File: src/sv/crc16w_pkg.sv
// Package with the queue entry type, CRC constants and the byte fold function.
package crc16w_pkg;

  localparam logic [15:0] CRC_POLY_REFL = 16'hA001;
  localparam int          QUEUE_DEPTH   = 2;
  localparam int          QCNT_W        = $clog2(QUEUE_DEPTH + 1);

  typedef struct packed {
    logic [15:0] data_word;
    logic        use_low_byte;
    logic        use_high_byte;
    logic        start_new;
  } word_entry_t;

  typedef struct packed {
    logic        valid;
    word_entry_t entry;
  } queue_head_t;

  typedef struct packed {
    logic              push;
    logic              pop;
    logic [QCNT_W-1:0] count;
  } queue_status_t;

  function automatic logic [15:0] fold_byte(input logic [15:0] crc, input logic [7:0] b);
    logic [15:0] c;
    c = {8'h00, b ^ crc[7:0]};
    for (int k = 0; k < 8; k++) begin
      if (c[0]) begin
        c = (c >> 1) ^ CRC_POLY_REFL;
      end else begin
        c = c >> 1;
      end
    end
    return {8'h00, crc[15:8]} ^ c;
  endfunction

endpackage

File: src/sv/crc16w_front.sv
// Front end: accepts input words and holds them in a short queue for the back end.
module crc16w_front
  import crc16w_pkg::*;
(
  input  logic          clk,
  input  logic          rst_n,
  input  logic          in_valid,
  output logic          in_ready,
  input  logic [15:0]   in_data_word,
  input  logic          in_use_low_byte,
  input  logic          in_use_high_byte,
  input  logic          in_start_new,
  output queue_head_t   head,
  input  logic          pop,
  output queue_status_t status
);

  word_entry_t       mem_r [QUEUE_DEPTH];
  logic              wr_ptr_r, wr_ptr_nxt;
  logic              rd_ptr_r, rd_ptr_nxt;
  logic [QCNT_W-1:0] count_r, count_nxt;
  logic              push;
  logic              pop_ok;
  word_entry_t       new_entry;

  assign in_ready = (count_r != QCNT_W'(QUEUE_DEPTH));
  assign push     = in_valid && in_ready;
  assign pop_ok   = pop && (count_r != '0);

  always_comb begin
    new_entry.data_word     = in_data_word;
    new_entry.use_low_byte  = in_use_low_byte;
    new_entry.use_high_byte = in_use_high_byte;
    new_entry.start_new     = in_start_new;
  end

  always_comb begin
    wr_ptr_nxt = push   ? ~wr_ptr_r : wr_ptr_r;
    rd_ptr_nxt = pop_ok ? ~rd_ptr_r : rd_ptr_r;
    count_nxt  = count_r + QCNT_W'(push) - QCNT_W'(pop_ok);
  end

  always_ff @(posedge clk) begin
    if (!rst_n) begin
      wr_ptr_r <= 1'b0;
      rd_ptr_r <= 1'b0;
      count_r  <= '0;
    end else begin
      wr_ptr_r <= wr_ptr_nxt;
      rd_ptr_r <= rd_ptr_nxt;
      count_r  <= count_nxt;
    end
  end

  always_ff @(posedge clk) begin
    if (push) begin
      mem_r[wr_ptr_r] <= new_entry;
    end
  end

  assign head.valid   = (count_r != '0);
  assign head.entry   = mem_r[rd_ptr_r];
  assign status.push  = push;
  assign status.pop   = pop_ok;
  assign status.count = count_r;

endmodule

File: src/sv/crc16w_back.sv
// Back end: folds the enabled bytes into the running CRC and registers the result.
module crc16w_back
  import crc16w_pkg::*;
(
  input  logic        clk,
  input  logic        rst_n,
  input  queue_head_t head,
  output logic        pop,
  output logic        out_valid,
  input  logic        out_ready,
  output logic [15:0] out_crc_value
);

  logic [15:0] crc_r, crc_nxt;
  logic [15:0] out_crc_r;
  logic        out_valid_r, out_valid_nxt;
  logic [15:0] base_crc;
  logic [15:0] after_lo;

  assign pop = head.valid && (!out_valid_r || out_ready);

  always_comb begin
    base_crc = head.entry.start_new ? 16'h0000 : crc_r;
    after_lo = head.entry.use_low_byte ?
               fold_byte(base_crc, head.entry.data_word[7:0]) : base_crc;
    crc_nxt  = head.entry.use_high_byte ?
               fold_byte(after_lo, head.entry.data_word[15:8]) : after_lo;
    out_valid_nxt = pop || (out_valid_r && !out_ready);
  end

  always_ff @(posedge clk) begin
    if (!rst_n) begin
      crc_r       <= 16'h0000;
      out_valid_r <= 1'b0;
    end else begin
      out_valid_r <= out_valid_nxt;
      if (pop) begin
        crc_r <= crc_nxt;
      end
    end
  end

  always_ff @(posedge clk) begin
    if (pop) begin
      out_crc_r <= crc_nxt;
    end
  end

  assign out_valid     = out_valid_r;
  assign out_crc_value = out_crc_r;

endmodule

File: src/sv/crc16_word_packed_bytes.sv
// Top level of the CRC-16 engine over byte-packed 16-bit words.
//
//   channel  direction  handshake              payload
//   in_      input      in_valid / in_ready    data_word, use_low_byte, use_high_byte, start_new
//   out_     output     out_valid / out_ready  crc_value
//
// One word per cycle is sustained while out_ready stays high; the back end folds both bytes
// of a word combinationally, in the same cycle it pops the word. A word is first written
// into the queue, and its CRC is registered into the output register when the back end
// pops it. Reset clears the queue, the running CRC and the output valid flag. While
// the output stalls the input takes words until the two-entry queue is full.
module crc16_word_packed_bytes
  import crc16w_pkg::*;
(
  input  logic        clk,
  input  logic        rst_n,
  input  logic        in_valid,
  output logic        in_ready,
  input  logic [15:0] in_data_word,
  input  logic        in_use_low_byte,
  input  logic        in_use_high_byte,
  input  logic        in_start_new,
  output logic        out_valid,
  input  logic        out_ready,
  output logic [15:0] out_crc_value
);

  queue_head_t   head;
  queue_status_t status;
  logic          pop;

  crc16w_front u_front (
    .clk              (clk),
    .rst_n            (rst_n),
    .in_valid         (in_valid),
    .in_ready         (in_ready),
    .in_data_word     (in_data_word),
    .in_use_low_byte  (in_use_low_byte),
    .in_use_high_byte (in_use_high_byte),
    .in_start_new     (in_start_new),
    .head             (head),
    .pop              (pop),
    .status           (status)
  );

  crc16w_back u_back (
    .clk           (clk),
    .rst_n         (rst_n),
    .head          (head),
    .pop           (pop),
    .out_valid     (out_valid),
    .out_ready     (out_ready),
    .out_crc_value (out_crc_value)
  );

  a_count_track : assert property (@(posedge clk) disable iff (!rst_n)
    1'b1 |=> status.count == $past(status.count) + QCNT_W'($past(status.push))
                             - QCNT_W'($past(status.pop)))
    else $error("queue count does not follow pushes and pops");

  a_full_has_head : assert property (@(posedge clk) disable iff (!rst_n)
    !in_ready |-> head.valid)
    else $error("queue refuses words while empty");

  a_start_clears : assert property (@(posedge clk) disable iff (!rst_n)
    (pop && head.entry.start_new && !head.entry.use_low_byte && !head.entry.use_high_byte)
    |=> (out_valid && out_crc_value == 16'h0000))
    else $error("start without enabled bytes did not report a cleared CRC");

  a_pop_fills_output : assert property (@(posedge clk) disable iff (!rst_n)
    pop |=> out_valid)
    else $error("popped word produced no result");

endmodule
File: config.mk
export PLATFORM = sky130hd
export DESIGN_NAME = crc16_word_packed_bytes
export DESIGN_NICKNAME = d
export VERILOG_FILES = /design/src/sv/crc16w_pkg.sv /design/src/sv/crc16w_front.sv /design/src/sv/crc16w_back.sv /design/src/sv/crc16_word_packed_bytes.sv
export SDC_FILE = /design/constraint.sdc
export NUM_CORES = 1
export LEC_CHECK = 0
export BUFFER_PORTS_ARGS = -buffer_cell sky130_fd_sc_hd__buf_4
export CAP_MARGIN = 20
export CORE_MARGIN = 10
export CORE_UTILIZATION = 59
export DETAILED_ROUTE_END_ITERATION = 7
export GPL_TIMING_DRIVEN = 0
export HOLD_SLACK_MARGIN = 0.08
export PLACE_DENSITY = 0.8
export SLEW_MARGIN = 15
export SYNTH_ARGS = -nofsm -noshare
export SYNTH_HDL_FRONTEND = slang
export SYNTH_SLANG_ARGS = --single-unit
File: constraint.sdc
create_clock -name clk -period 3.7 [get_ports clk]
set_clock_uncertainty 0.15 [all_clocks]
set_input_delay 0.925 -clock clk [delete_from_list [all_inputs] [get_ports clk]]
set_output_delay 0.925 -clock clk [all_outputs]
set_load 0.005 [all_outputs]
* Word-level counts from Yosys, hierarchy flattened
Memory sizes are Yosys's and may differ from the RTL's. A register that Yosys moved wholly into a read port is not among the register bits.
Index checks and enable logic that the tools add are counted.
** Cells by class
- $add $sub $neg :: 2
- Eq/ne operators :: 1
- Multiplexer cells :: 23
- Bitwise logic cells :: 22
- Reductions and logical operators :: 9
** Operator list (number)
- $mux 16 :: 19
- $not 2->3 :: 14
- $xor 8x16->16 :: 2
- $xor 8x8->8 :: 2
- $not 1->3 :: 2
- $logic_and 1x1->1 :: 4
- $mux 1 :: 4
- $add 2x1->2 :: 1
- $logic_not 1->1 :: 2
- $logic_or 1x1->1 :: 2
- $ne 2x2->1 const B :: 1
- $not 1->1 :: 2
- $reduce_bool 2->1 :: 1
- $sub 2x1->2 :: 1
** Storage, ports and cells
- Register bits after elaboration :: 37
- Bits in writable memories :: 38
- Input bits :: 23
- Output and inout bits :: 18
- Memories :: 1
** Memory list
- u_front.mem_r :: words 2, bits a word 19, read ports 1, clocked after memory_dff 1, wr ports 1, line crc16w_front.sv:18 : word_entry_t mem_r [QUEUE_DEPTH];

* Longest topological paths before layout
Gate-level depths: netlist (run 1).
- Word-level depth :: 39
- Depth in mapped cells :: 13

* Cells and area by module
A second synthesis (run 1) with hierarchy kept.
** Second synthesis, totals
- Cells, all modules :: 324
- Area, all modules :: 3960.0 µm²
** By module, submodules not included
- crc16w_back :: instances 1, cells an instance 236, area each 2284.7 µm², seq. area each 820.8 µm²
- crc16w_front :: instances 1, cells an instance 88, area each 1675.4 µm², seq. area each 1241.2 µm²

* Least setup slack after synthesis (run 1)
OpenSTA, ideal clock, no wires.
- Kind :: input-to-reg
- From :: in out_ready
- To :: reg u_front.count_r[1]
- Setup time :: 0.115 ns
- Arrival time :: 3.158 ns
- Data required time :: 3.435 ns
- Path slack :: 0.277 ns
- Stages :: 11
- Cell sequence :: nor2b_1 > or2_2 > clkbuf_1 > inv_1 > buf_1 > ha_1 > inv_1 > ha_1 > xnor2_1 > xnor2_1 > and2_1
** On the way
- Word-level cells in the longest chain between the ends :: 4
** RTL lines
- start, declared :: line crc16_word_packed_bytes.sv:24 : input logic out_ready,
- $logic_or 1x1->1 :: line crc16w_back.sv:20 : assign pop = head.valid && (!out_valid_r || out_ready);
- $logic_and 1x1->1 :: line crc16w_back.sv:20
- named net pop :: line crc16_word_packed_bytes.sv:30 : logic pop;
- $logic_and 1x1->1 :: line crc16w_front.sv:28 : assign pop_ok = pop && (count_r != '0);
- $sub 2x1->2 :: line crc16w_front.sv:40 : count_nxt = count_r + QCNT_W'(push) - QCNT_W'(pop_ok);
- end signal, assigned :: line crc16w_front.sv:51 : count_r <= count_nxt;
- end, declared :: line crc16w_front.sv:21 : logic [QCNT_W-1:0] count_r, count_nxt;
The timed path passes the listed nets, and every way through them passes these cells.
A chain may end at the register's enable or synchronous reset.

==> results_dict.tcl, run 1 <==
set metrics [dict create \
    worstMarginPinSlew_ps 956.8 \
    design_power_total_mw 5.357 \
    finalSetupViolCount 0 \
    synth-simple-area-share 0.1184 \
    netSwitchingPower_mw 2.158 \
    ff2ff_setup_slack_ps 120 \
    ctsRootBufferMaster "clkbuf_8" \
    clock_power_share 0.116 \
    report.final.slew_viol_count 0 \
    syn_inst 356 \
    yosys_warnings 0 \
    ys.flop_type "edfxtp_1" \
    io_pins 41 \
    synth_compound_area_frac 0.1557 \
    cts_buffers 9 \
    die_w_um 102.9 \
    path_class "flop to flop" \
    end_kind "flop" \
    syn-num-nets 381 \
    p_comb_frac 0.620 \
    clk_path_buf_depth 2 \
    p_int_mw 3.200 \
    fin_crit_sh 0.9675 \
    ant_nets 0 \
    start_util 0.6007 \
    design.core.area_um2 6756 \
    cts_sinks 76 \
    drt_iter0_markers 203 \
    gr-total-overflow 0 \
    mostFrequentLayoutCells "54 x edfxtp_1, 50 x nand2_1, 46 x buf_4" \
    die_area_um2 10600 \
    die_h_um 102.9 \
    grt_pass1_wl_mm 14.89 \
    dp_hpwl_mm 6.570 \
    antennaDiodeCount 0 \
    grt_max_degree 27 \
    drive_gt1_frac 0.2302 \
    synth_edf_count 54 \
    synthAdderAreaFrac 0.006165 \
    synth_mux_area_frac 0.04007 \
    worstSetupStartpointType "flop" \
    dpl_cell_area_um2 4474 \
    synth-seq-cells 76 \
    switching_share 0.4027 \
    vias 2979 \
    drt_wl_total_mm 9.330 \
    seq_power_share 0.264 \
    irDropWorstVdd_mv 0.5342 \
    p_leak_nw 1.764 \
    period_minus_slack_ps 3580 \
    grt_pass1_vias 2991 \
    syn_to_final_growth_pct 17.36 \
    fmax_mhz 279.4 \
    detail_route.vias_per_cell 5.994 \
    cts_tree "yes" \
    htreeDepth 3 \
    hold_class "flop to flop" \
    synthArstFlopShare 0 \
    synth-xor-area-share 0.1440 \
    dr.pass1.iters 5 \
    syn_area_um2 4059 \
    synth_top_family_by_area "compound AO/OA/AOI/OAI gates" \
    rows 30 \
    drc 0 \
    gp_congestion 0.9562 \
    worstPathArrival_ps 3670 \
    slew_headroom 0.3621 \
    final_area_um2 4763 \
    path_clk_slew_ps 80 \
    required_ps 3790 \
    track_usage 0.1833 \
    synth-seq-area-share 0.5080 \
    synth.avg_cell_area_um2 11.40 \
    final_common_cell "edfxtp_1" \
    antenna_found_initial 0 \
    power_density_nw_per_um2 1125 \
    nets 437 \
    max_cap_violations 0 \
    numPortBuffers 40 \
    status "finished clean" \
    wire_per_inst_um 18.77 \
    clock_latency_ps 350 \
    yosysUniqueCellTypes 57 \
    crit_fanout 10 \
    finalHoldViolations 0 \
]
==> layout make-up <==
class,instances,area (µm²)
plain buffers,18,93.84
clock buffers,10,127.6
clock inverters,6,65.06
fillers,484,1993
inverters,6,22.52
multi-input cells,256,1951
flip-flops and latches,76,2062
well taps,80,100.1
repair buffers,45,341.6
==> power groups by stage <==
stage | Sequential (mW) | Clock [mW] | Combinational, mW
4_1_cts | 1.41 | 0.632 | 3.06
5_1_grt | 1.44 | 0.669 | 3.57
2_1_floorplan | 1.39 | 0 | 2.38
3_3_place_gp | 1.42 | 0 | 2.95
6_report | 1.41 | 0.622 | 3.32
3_5_place_dp | 1.42 | 0 | 3.04
==> stage by stage <==
stage          worst slack [ps]  hold WS (ps)  std cells    util  setup TNS, ps
2_1_floorplan             276.9         293.7        356       -              0
3_3_place_gp             -368.9         311.2        476  0.6600         -609.4
3_5_place_dp              3.746         313.7        477  0.6622              0
4_1_cts                   4.114         337.8        493  0.6907              0
5_1_grt                 -0.8500         377.0        497  0.7050        -0.8500
6_report                  120.4         346.3        497  0.7050              0
==> registers in the layout, summed over array words and instances (netlist names), named ones only <==
signal / count
u_front.mem_r: 38
u_back.crc_r: 16
u_back.out_crc_value: 16
u_front.count_r: 2
u_back.out_valid: 1
u_front.rd_ptr_r: 1
u_front.wr_ptr_r: 1
==> worst max-delay path: stages (launching register included) <==
cell and delay [ps]:
dfxtp_1 320, buf_4 190, buf_6 170, mux2_4 390, and3_1 220, a221oi_4 340
xnor3_1 520, xnor2_2 210, xnor3_1 320, xnor2_2 180, nor4b_2 180, a311o_1 280
==> metal layers <==
layer / up-vias / GRT usage / part of all wire
met5: - / 0 / 0
met4: 0 / 0.05989 / 0.019
met3: 18 / 0.04826 / 0.067
met2: 134 / 0.3038 / 0.49
met1: 1436 / 0.2272 / 0.42
li1: 1391 / - / -
==> logic make-up (layout without fill, tap and decap cells) <==
family | count (synthesis) | in the layout
buf+inv | 24 | 85
simple gates | 103 | 103
compound gates | 88 | 88
mux | 14 | 14
xor+xnor | 49 | 49
fa+ha+maj | 2 | 2
flops | 76 | 76
==> timing repair <==
action	4_1_cts	5_1_grt
resized for setup	0	12
endpoints found under the setup margin	0	5
buffers inserted	0	4
hold buffers	0	0
==> synthesized netlist by cell type, types with 3 or more instances <==
cell,count,area (µm²)
edfxtp_1,54,1622
nand2_1,50,187.7
xnor2_1,28,245.2
dfxtp_1,22,440.4
nor2_1,21,78.83
a21oi_1,16,80.08
o21ai_0,16,80.08
a21boi_0,11,82.58
mux2i_1,10,100.1
xor2_1,10,87.58
clkbuf_1,8,30.03
o32ai_1,8,70.07
a22o_1,7,61.31
nand2b_1,7,43.79
o21a_1,7,52.55
and2_1,6,37.54
buf_2,6,30.03
inv_1,6,22.52
nand3_1,5,25.02
xnor3_1,5,112.6
a211oi_1,3,22.52
a22oi_1,3,22.52
and3_1,3,18.77
nor2b_1,3,18.77
==> path summary, 6_finish.rpt <==
kind | to | cells after the start | start
min | u_back.crc_r[8]$_SDFFE_PN0P_ | 2 | u_back.crc_r[8]$_SDFFE_PN0P_
min reg2reg | u_back.crc_r[8]$_SDFFE_PN0P_ | 2 | u_back.crc_r[8]$_SDFFE_PN0P_
max | u_back.crc_r[0]$_SDFFE_PN0P_ | 11 | flop
max reg2reg | u_back.crc_r[0]$_SDFFE_PN0P_ | 11 | flop
Note: power is estimated with default switching activity, not from simulation.
==> run 2: changes to the inputs <==
Settings changed: CORE_MARGIN 10 to default, GPL_TIMING_DRIVEN 0 to default.
==> results_dict.tcl, run 2 (synthesis results as in run 1) <==
set metrics [dict create \
    final_area_um2 4653 \
    post_cts_buffers 0 \
    path_cells "buf_4 -> nor2_2 -> a22o_1 -> a211o_1 -> xnor2_1 -> xnor2_1 -> xnor3_1 -> o21ai_4 -> buf_4 -> xnor3_1 -> o21ai_2 -> o21ba_1" \
    holdWs_ps 365.2 \
    finish.utilization 0.7164 \
    fmax_mhz 283.5 \
    p_leak_nw 1.741 \
    antennaDiodeCount 0 \
    ctsResizeCount 0 \
    path_clk_slew_ps 80 \
    wire_per_inst_um 17.01 \
    io_pins 41 \
    slew_headroom 0.3702 \
    grt_pass1_wl_mm 13.18 \
    drt_iter0_markers 198 \
    finalHoldViolations 0 \
    report.final.slew_viol_count 0 \
    ff2ff_setup_slack_ps 170 \
    numPortBuffers 40 \
    top_register "u_front.mem_r" \
    ctsRootBufferMaster "clkbuf_8" \
    cp_slowest_cell "dfxtp_2" \
    die_area_um2 7215 \
    dp_hpwl_mm 5.858 \
    grt_pass1_vias 2749 \
    end_kind "flop" \
    drt_wl_total_mm 8.235 \
    critical_path_buf_inv_count 2 \
    detail_route.vias_per_cell 5.973 \
    design_power_total_mw 5.121 \
    nets 427 \
    final_common_cell "edfxtp_1" \
    cts_sinks 76 \
    grt_max_degree 31 \
    path_class "flop to flop" \
    worstMarginPinSlew_ps 944.8 \
    clk_path_buf_depth 2 \
    hold_class "flop to flop" \
    cts_buffers 9 \
    cts-hold-fix-buffers 0 \
    rows 29 \
    worstSetupStartpointType "flop" \
    clock_latency_ps 350 \
    required_ps 3850 \
    slowest_delay_ps 590 \
    gr-total-overflow 0 \
    antenna_found_initial 0 \
    drive_gt1_frac 0.2088 \
    largest_reg_flops 38 \
    cts_tree "yes" \
    mostFrequentLayoutCells "54 x edfxtp_1, 53 x buf_4, 50 x nand2_1" \
    dpl_cell_area_um2 4464 \
    rsz0062_at_grt "no" \
    max_cap_violations 0 \
    die_h_um 84.94 \
    dr.pass1.iters 7 \
    period_minus_slack_ps 3527 \
    gp_congestion 0.8762 \
    setup_tns_ps 0 \
    fin_crit_sh 0.9533 \
    syn_to_final_growth_pct 14.64 \
    violations "DRC" \
    drc 2 \
    track_usage 0.2425 \
    power_density_nw_per_um2 1100 \
    crit_fanout 20 \
    die_w_um 84.94 \
    worstPathArrival_ps 3680 \
    status "complete, but fails checks" \
    irDropWorstVdd_mv 0.6512 \
    htreeDepth 3 \
    critPathTopFamily "XOR/XNOR gates" \
    finalSetupViolCount 0 \
    start_util 0.6249 \
    vias 2891 \
    ant_nets 0 \
    design.core.area_um2 6495 \
]
run 2: changes by cell type in the layout (fill, tap and decap cells not counted), moves of 3 or more:
cell,change
buf_4,+7
buf_2,-6
clkbuf_1,-6
clkinvlp_4,-3
nor2_1,+3
run 2: layout make-up:
type                       count  area [µm²]
clock inverter                 3       40.04
timing repair buffer          53       397.9
fill                         462        1842
multi-input combinational    256        1884
clock buffer                  13       148.9
tap                           77       96.34
sequential                    76        2063
inverter                       6       22.52
run 2: per-stage QoR:
step,std cells,setup WS [ps]
5_1_grt,484,5.977
3_5_place_dp,468,176.5
3_3_place_gp,468,299.6
2_1_floorplan,356,276.9
6_report,484,172.6
4_1_cts,484,168.8
run 2: path summary, 6_finish.rpt:
path	start	endpoint	cells after the start
max	flop	u_back.crc_r[7]$_SDFFE_PN0P_	12
min	u_back.crc_r[8]$_SDFFE_PN0P_	u_back.crc_r[8]$_SDFFE_PN0P_	2
max reg2reg	flop	u_back.crc_r[7]$_SDFFE_PN0P_	12
min reg2reg	u_back.crc_r[8]$_SDFFE_PN0P_	u_back.crc_r[8]$_SDFFE_PN0P_	2
run 2: worst register-to-register path, cell delays in order, from the launching register on:
cell and delay, ps:
dfxtp_2 590, buf_4 280, nor2_2 100, a22o_1 210, a211o_1 340, xnor2_1 250
xnor2_1 220, xnor3_1 320, o21ai_4 150, buf_4 170, xnor3_1 410, o21ai_2 160
o21ba_1 130
run 2: per-layer routing:
layer / routed length (µm) / track usage / vias up
met5: 0 / 0 / -
met4: 187 / 0.1279 / 0
met3: 425 / 0.04961 / 18
met2: 4065 / 0.3966 / 110
met1: 3557 / 0.3053 / 1389
li1: - / - / 1374
run 2: where the power goes:
group	switching [mW]	internal [mW]	total (mW)
Clock	0.290	0.329	0.619
Sequential	0.181	1.26	1.44
Combinational	1.54	1.52	3.06
Total	2.01	3.11	5.12
==> run 3: changes to the inputs <==
Settings changed: ABC_AREA from default to 1.
==> results_dict.tcl, run 3 <==
set metrics [dict create \
    syn_area_um2 4063 \
    worstMarginPinSlew_ps 663.6 \
    finalHoldViolations 0 \
    fmax_mhz 299.3 \
    grt_max_degree 34 \
    wire_per_inst_um 14.13 \
    mostFrequentLayoutCells "125 x nand2_1, 55 x inv_1, 54 x edfxtp_1" \
    ys_top_cells_by_area "edfxtp_1 40%, nand2_1 12%, dfxtp_1 11%, inv_1 5.1%, nand3_1 4.8%" \
    numPortBuffers 40 \
    drt_iter0_markers 206 \
    grt_pass1_vias 2918 \
    status "complete, but fails checks" \
    die_h_um 84.98 \
    cts_tree "yes" \
    worstSetupStartpointType "flop" \
    crit_fanout 13 \
    dr.pass1.iters 7 \
    yosys_warnings 0 \
    synth-seq-cells 76 \
    synth_top_area_frac 0.3991 \
    finish.utilization 0.7105 \
    synth.most_common_cell "nand2_1" \
    post_cts_buffers 0 \
    nets 538 \
    syn-num-nets 491 \
    ctsRootBufferMaster "clkbuf_8" \
    slew_headroom 0.5571 \
    yosysUniqueCellTypes 35 \
    gp_congestion 0.9675 \
    max_cap_violations 0 \
    power_density_nw_per_um2 1025 \
    drive_gt1_frac 0.2046 \
    p_leak_nw 2.153 \
    largest_reg_flops 38 \
    die_w_um 84.98 \
    path_clk_slew_ps 80 \
    drt_wl_total_mm 8.408 \
    cts_buffers 9 \
    drc 1 \
    start_util 0.6255 \
    gr-total-overflow 0 \
    top_register "u_front.mem_r" \
    setup_tns_ps 0 \
    ys_top_cells_by_count "125 x nand2_1, 55 x inv_1, 54 x edfxtp_1" \
    hold_class "flop to flop" \
    finalSetupViolCount 0 \
    final_common_cell "nand2_1" \
    rsz0062_at_grt "no" \
    path_class "flop to flop" \
    syn_to_final_growth_pct 13.58 \
    rows 29 \
    detail_route.vias_per_cell 5.407 \
    fin_crit_sh 0.9032 \
    antennaDiodeCount 0 \
    clk_path_buf_depth 2 \
    synth_edf_count 54 \
    end_kind "flop" \
    grt_pass1_wl_mm 13.65 \
    cts_sinks 76 \
    htreeDepth 3 \
    antenna_found_initial 0 \
    vias 3217 \
    track_usage 0.2460 \
    cts-hold-fix-buffers 0 \
    ctsResizeCount 0 \
    worstPathArrival_ps 3290 \
    synthArstFlopShare 0 \
    synth-seq-area-share 0.5075 \
    synth.avg_cell_area_um2 8.718 \
    dp_hpwl_mm 6.369 \
    syn_inst 466 \
    period_minus_slack_ps 3342 \
    yosys.area.top_type "edfxtp_1" \
    clock_latency_ps 350 \
    ys.flop_type "edfxtp_1" \
    required_ps 3650 \
    irDropWorstVdd_mv 0.5612 \
    ant_nets 0 \
    violations "DRC" \
    report.final.slew_viol_count 0 \
    die_area_um2 7222 \
    io_pins 41 \
    design.core.area_um2 6495 \
]
[run 3: cell count changes after synthesis, moves of 12 or more]
cell	delta
nand2_1	+75
inv_1	+49
nand3_1	+34
xnor2_1	-23
o21ai_0	+19
nand2_2	+14
nor2_1	+12
[run 3: final timing paths]
path | to | cells past startpoint | slack (ps) | startpoint
worst min register to register | u_front.rd_ptr_r$_SDFFE_PN0P_ | 1 | 310 | u_front.rd_ptr_r$_SDFFE_PN0P_
worst min-delay path | u_front.rd_ptr_r$_SDFFE_PN0P_ | 1 | 310 | u_front.rd_ptr_r$_SDFFE_PN0P_
worst max-delay path | u_back.out_crc_value[0]$_DFFE_PP_ | 23 | 360 | flop
worst max register to register | u_back.out_crc_value[0]$_DFFE_PP_ | 23 | 360 | flop
[run 3: logic make-up after synthesis]
| group | after synthesis | share of synthesized area |
|---|---|---|
| buffers and inverters | 74 | 0.08469 |
| xor gates and xnor gates | 17 | 0.04219 |
| and+or+nand+nor | 227 | 0.2535 |
| AOI/OAI and AO/OA | 62 | 0.08623 |
| muxes | 8 | 0.01971 |
| adders and majority gates | 2 | 0.006159 |
| DFF | 76 | 0.5075 |
[run 3: power by group]
part           leakage, nW  total (mW)  switching [mW]  internal, mW
clock               0.0935       0.627           0.309         0.317
sequential           0.693        1.41           0.145          1.27
combinational         1.37        2.69            1.71         0.980
total                 2.15        4.73            2.17          2.56
[run 3: metrics by stage]
stage	power [mW]	cells	hold slack (ps)	instance area [µm²]	setup slack, ps
CTS	4.725	595	309.6	4614	354.0
floorplan	3.491	466	275.5	4063	729.0
detailed placement	4.094	579	300.2	4415	375.8
global route	5.123	595	339.2	4614	22.96
global placement	4.015	579	287.2	4415	443.2
finish	4.730	595	308.3	4614	358.3
[run 3: layer usage]
layer,track usage,share of wire
met1,0.3203,0.45
met2,0.4245,0.49
met5,0,0
met4,0.06934,0.010
met3,0.04280,0.054
[run 3: cell type report]
class / count / area, µm²
sequential: 76 / 2062
fill: 506 / 1881
multi-input combinational: 316 / 1657
timing repair buffer: 48 / 360.3
inverter: 62 / 240.2
clock buffer: 10 / 127.6
tap: 77 / 96.34
clock inverter: 6 / 71.32
[run 3: worst max-delay path: stages, from the launching register on]
cell and delay (ps):
dfxtp_1 650, buf_4 310, nand2_1 70, o21ai_1 140
xor2_2 250, inv_2 80, nand2_1 70, nand2_1 70
inv_1 70, nand2_2 70, nand2_2 80, nand2_1 70
nand3_1 80, nand2_1 60, nand2_2 80, nand2_2 70
nand2_1 100, nand3_1 120, nand3_2 140, nand2_2 70
nand2_1 70, nand3_2 90, nand2_2 90, nand2_1 50
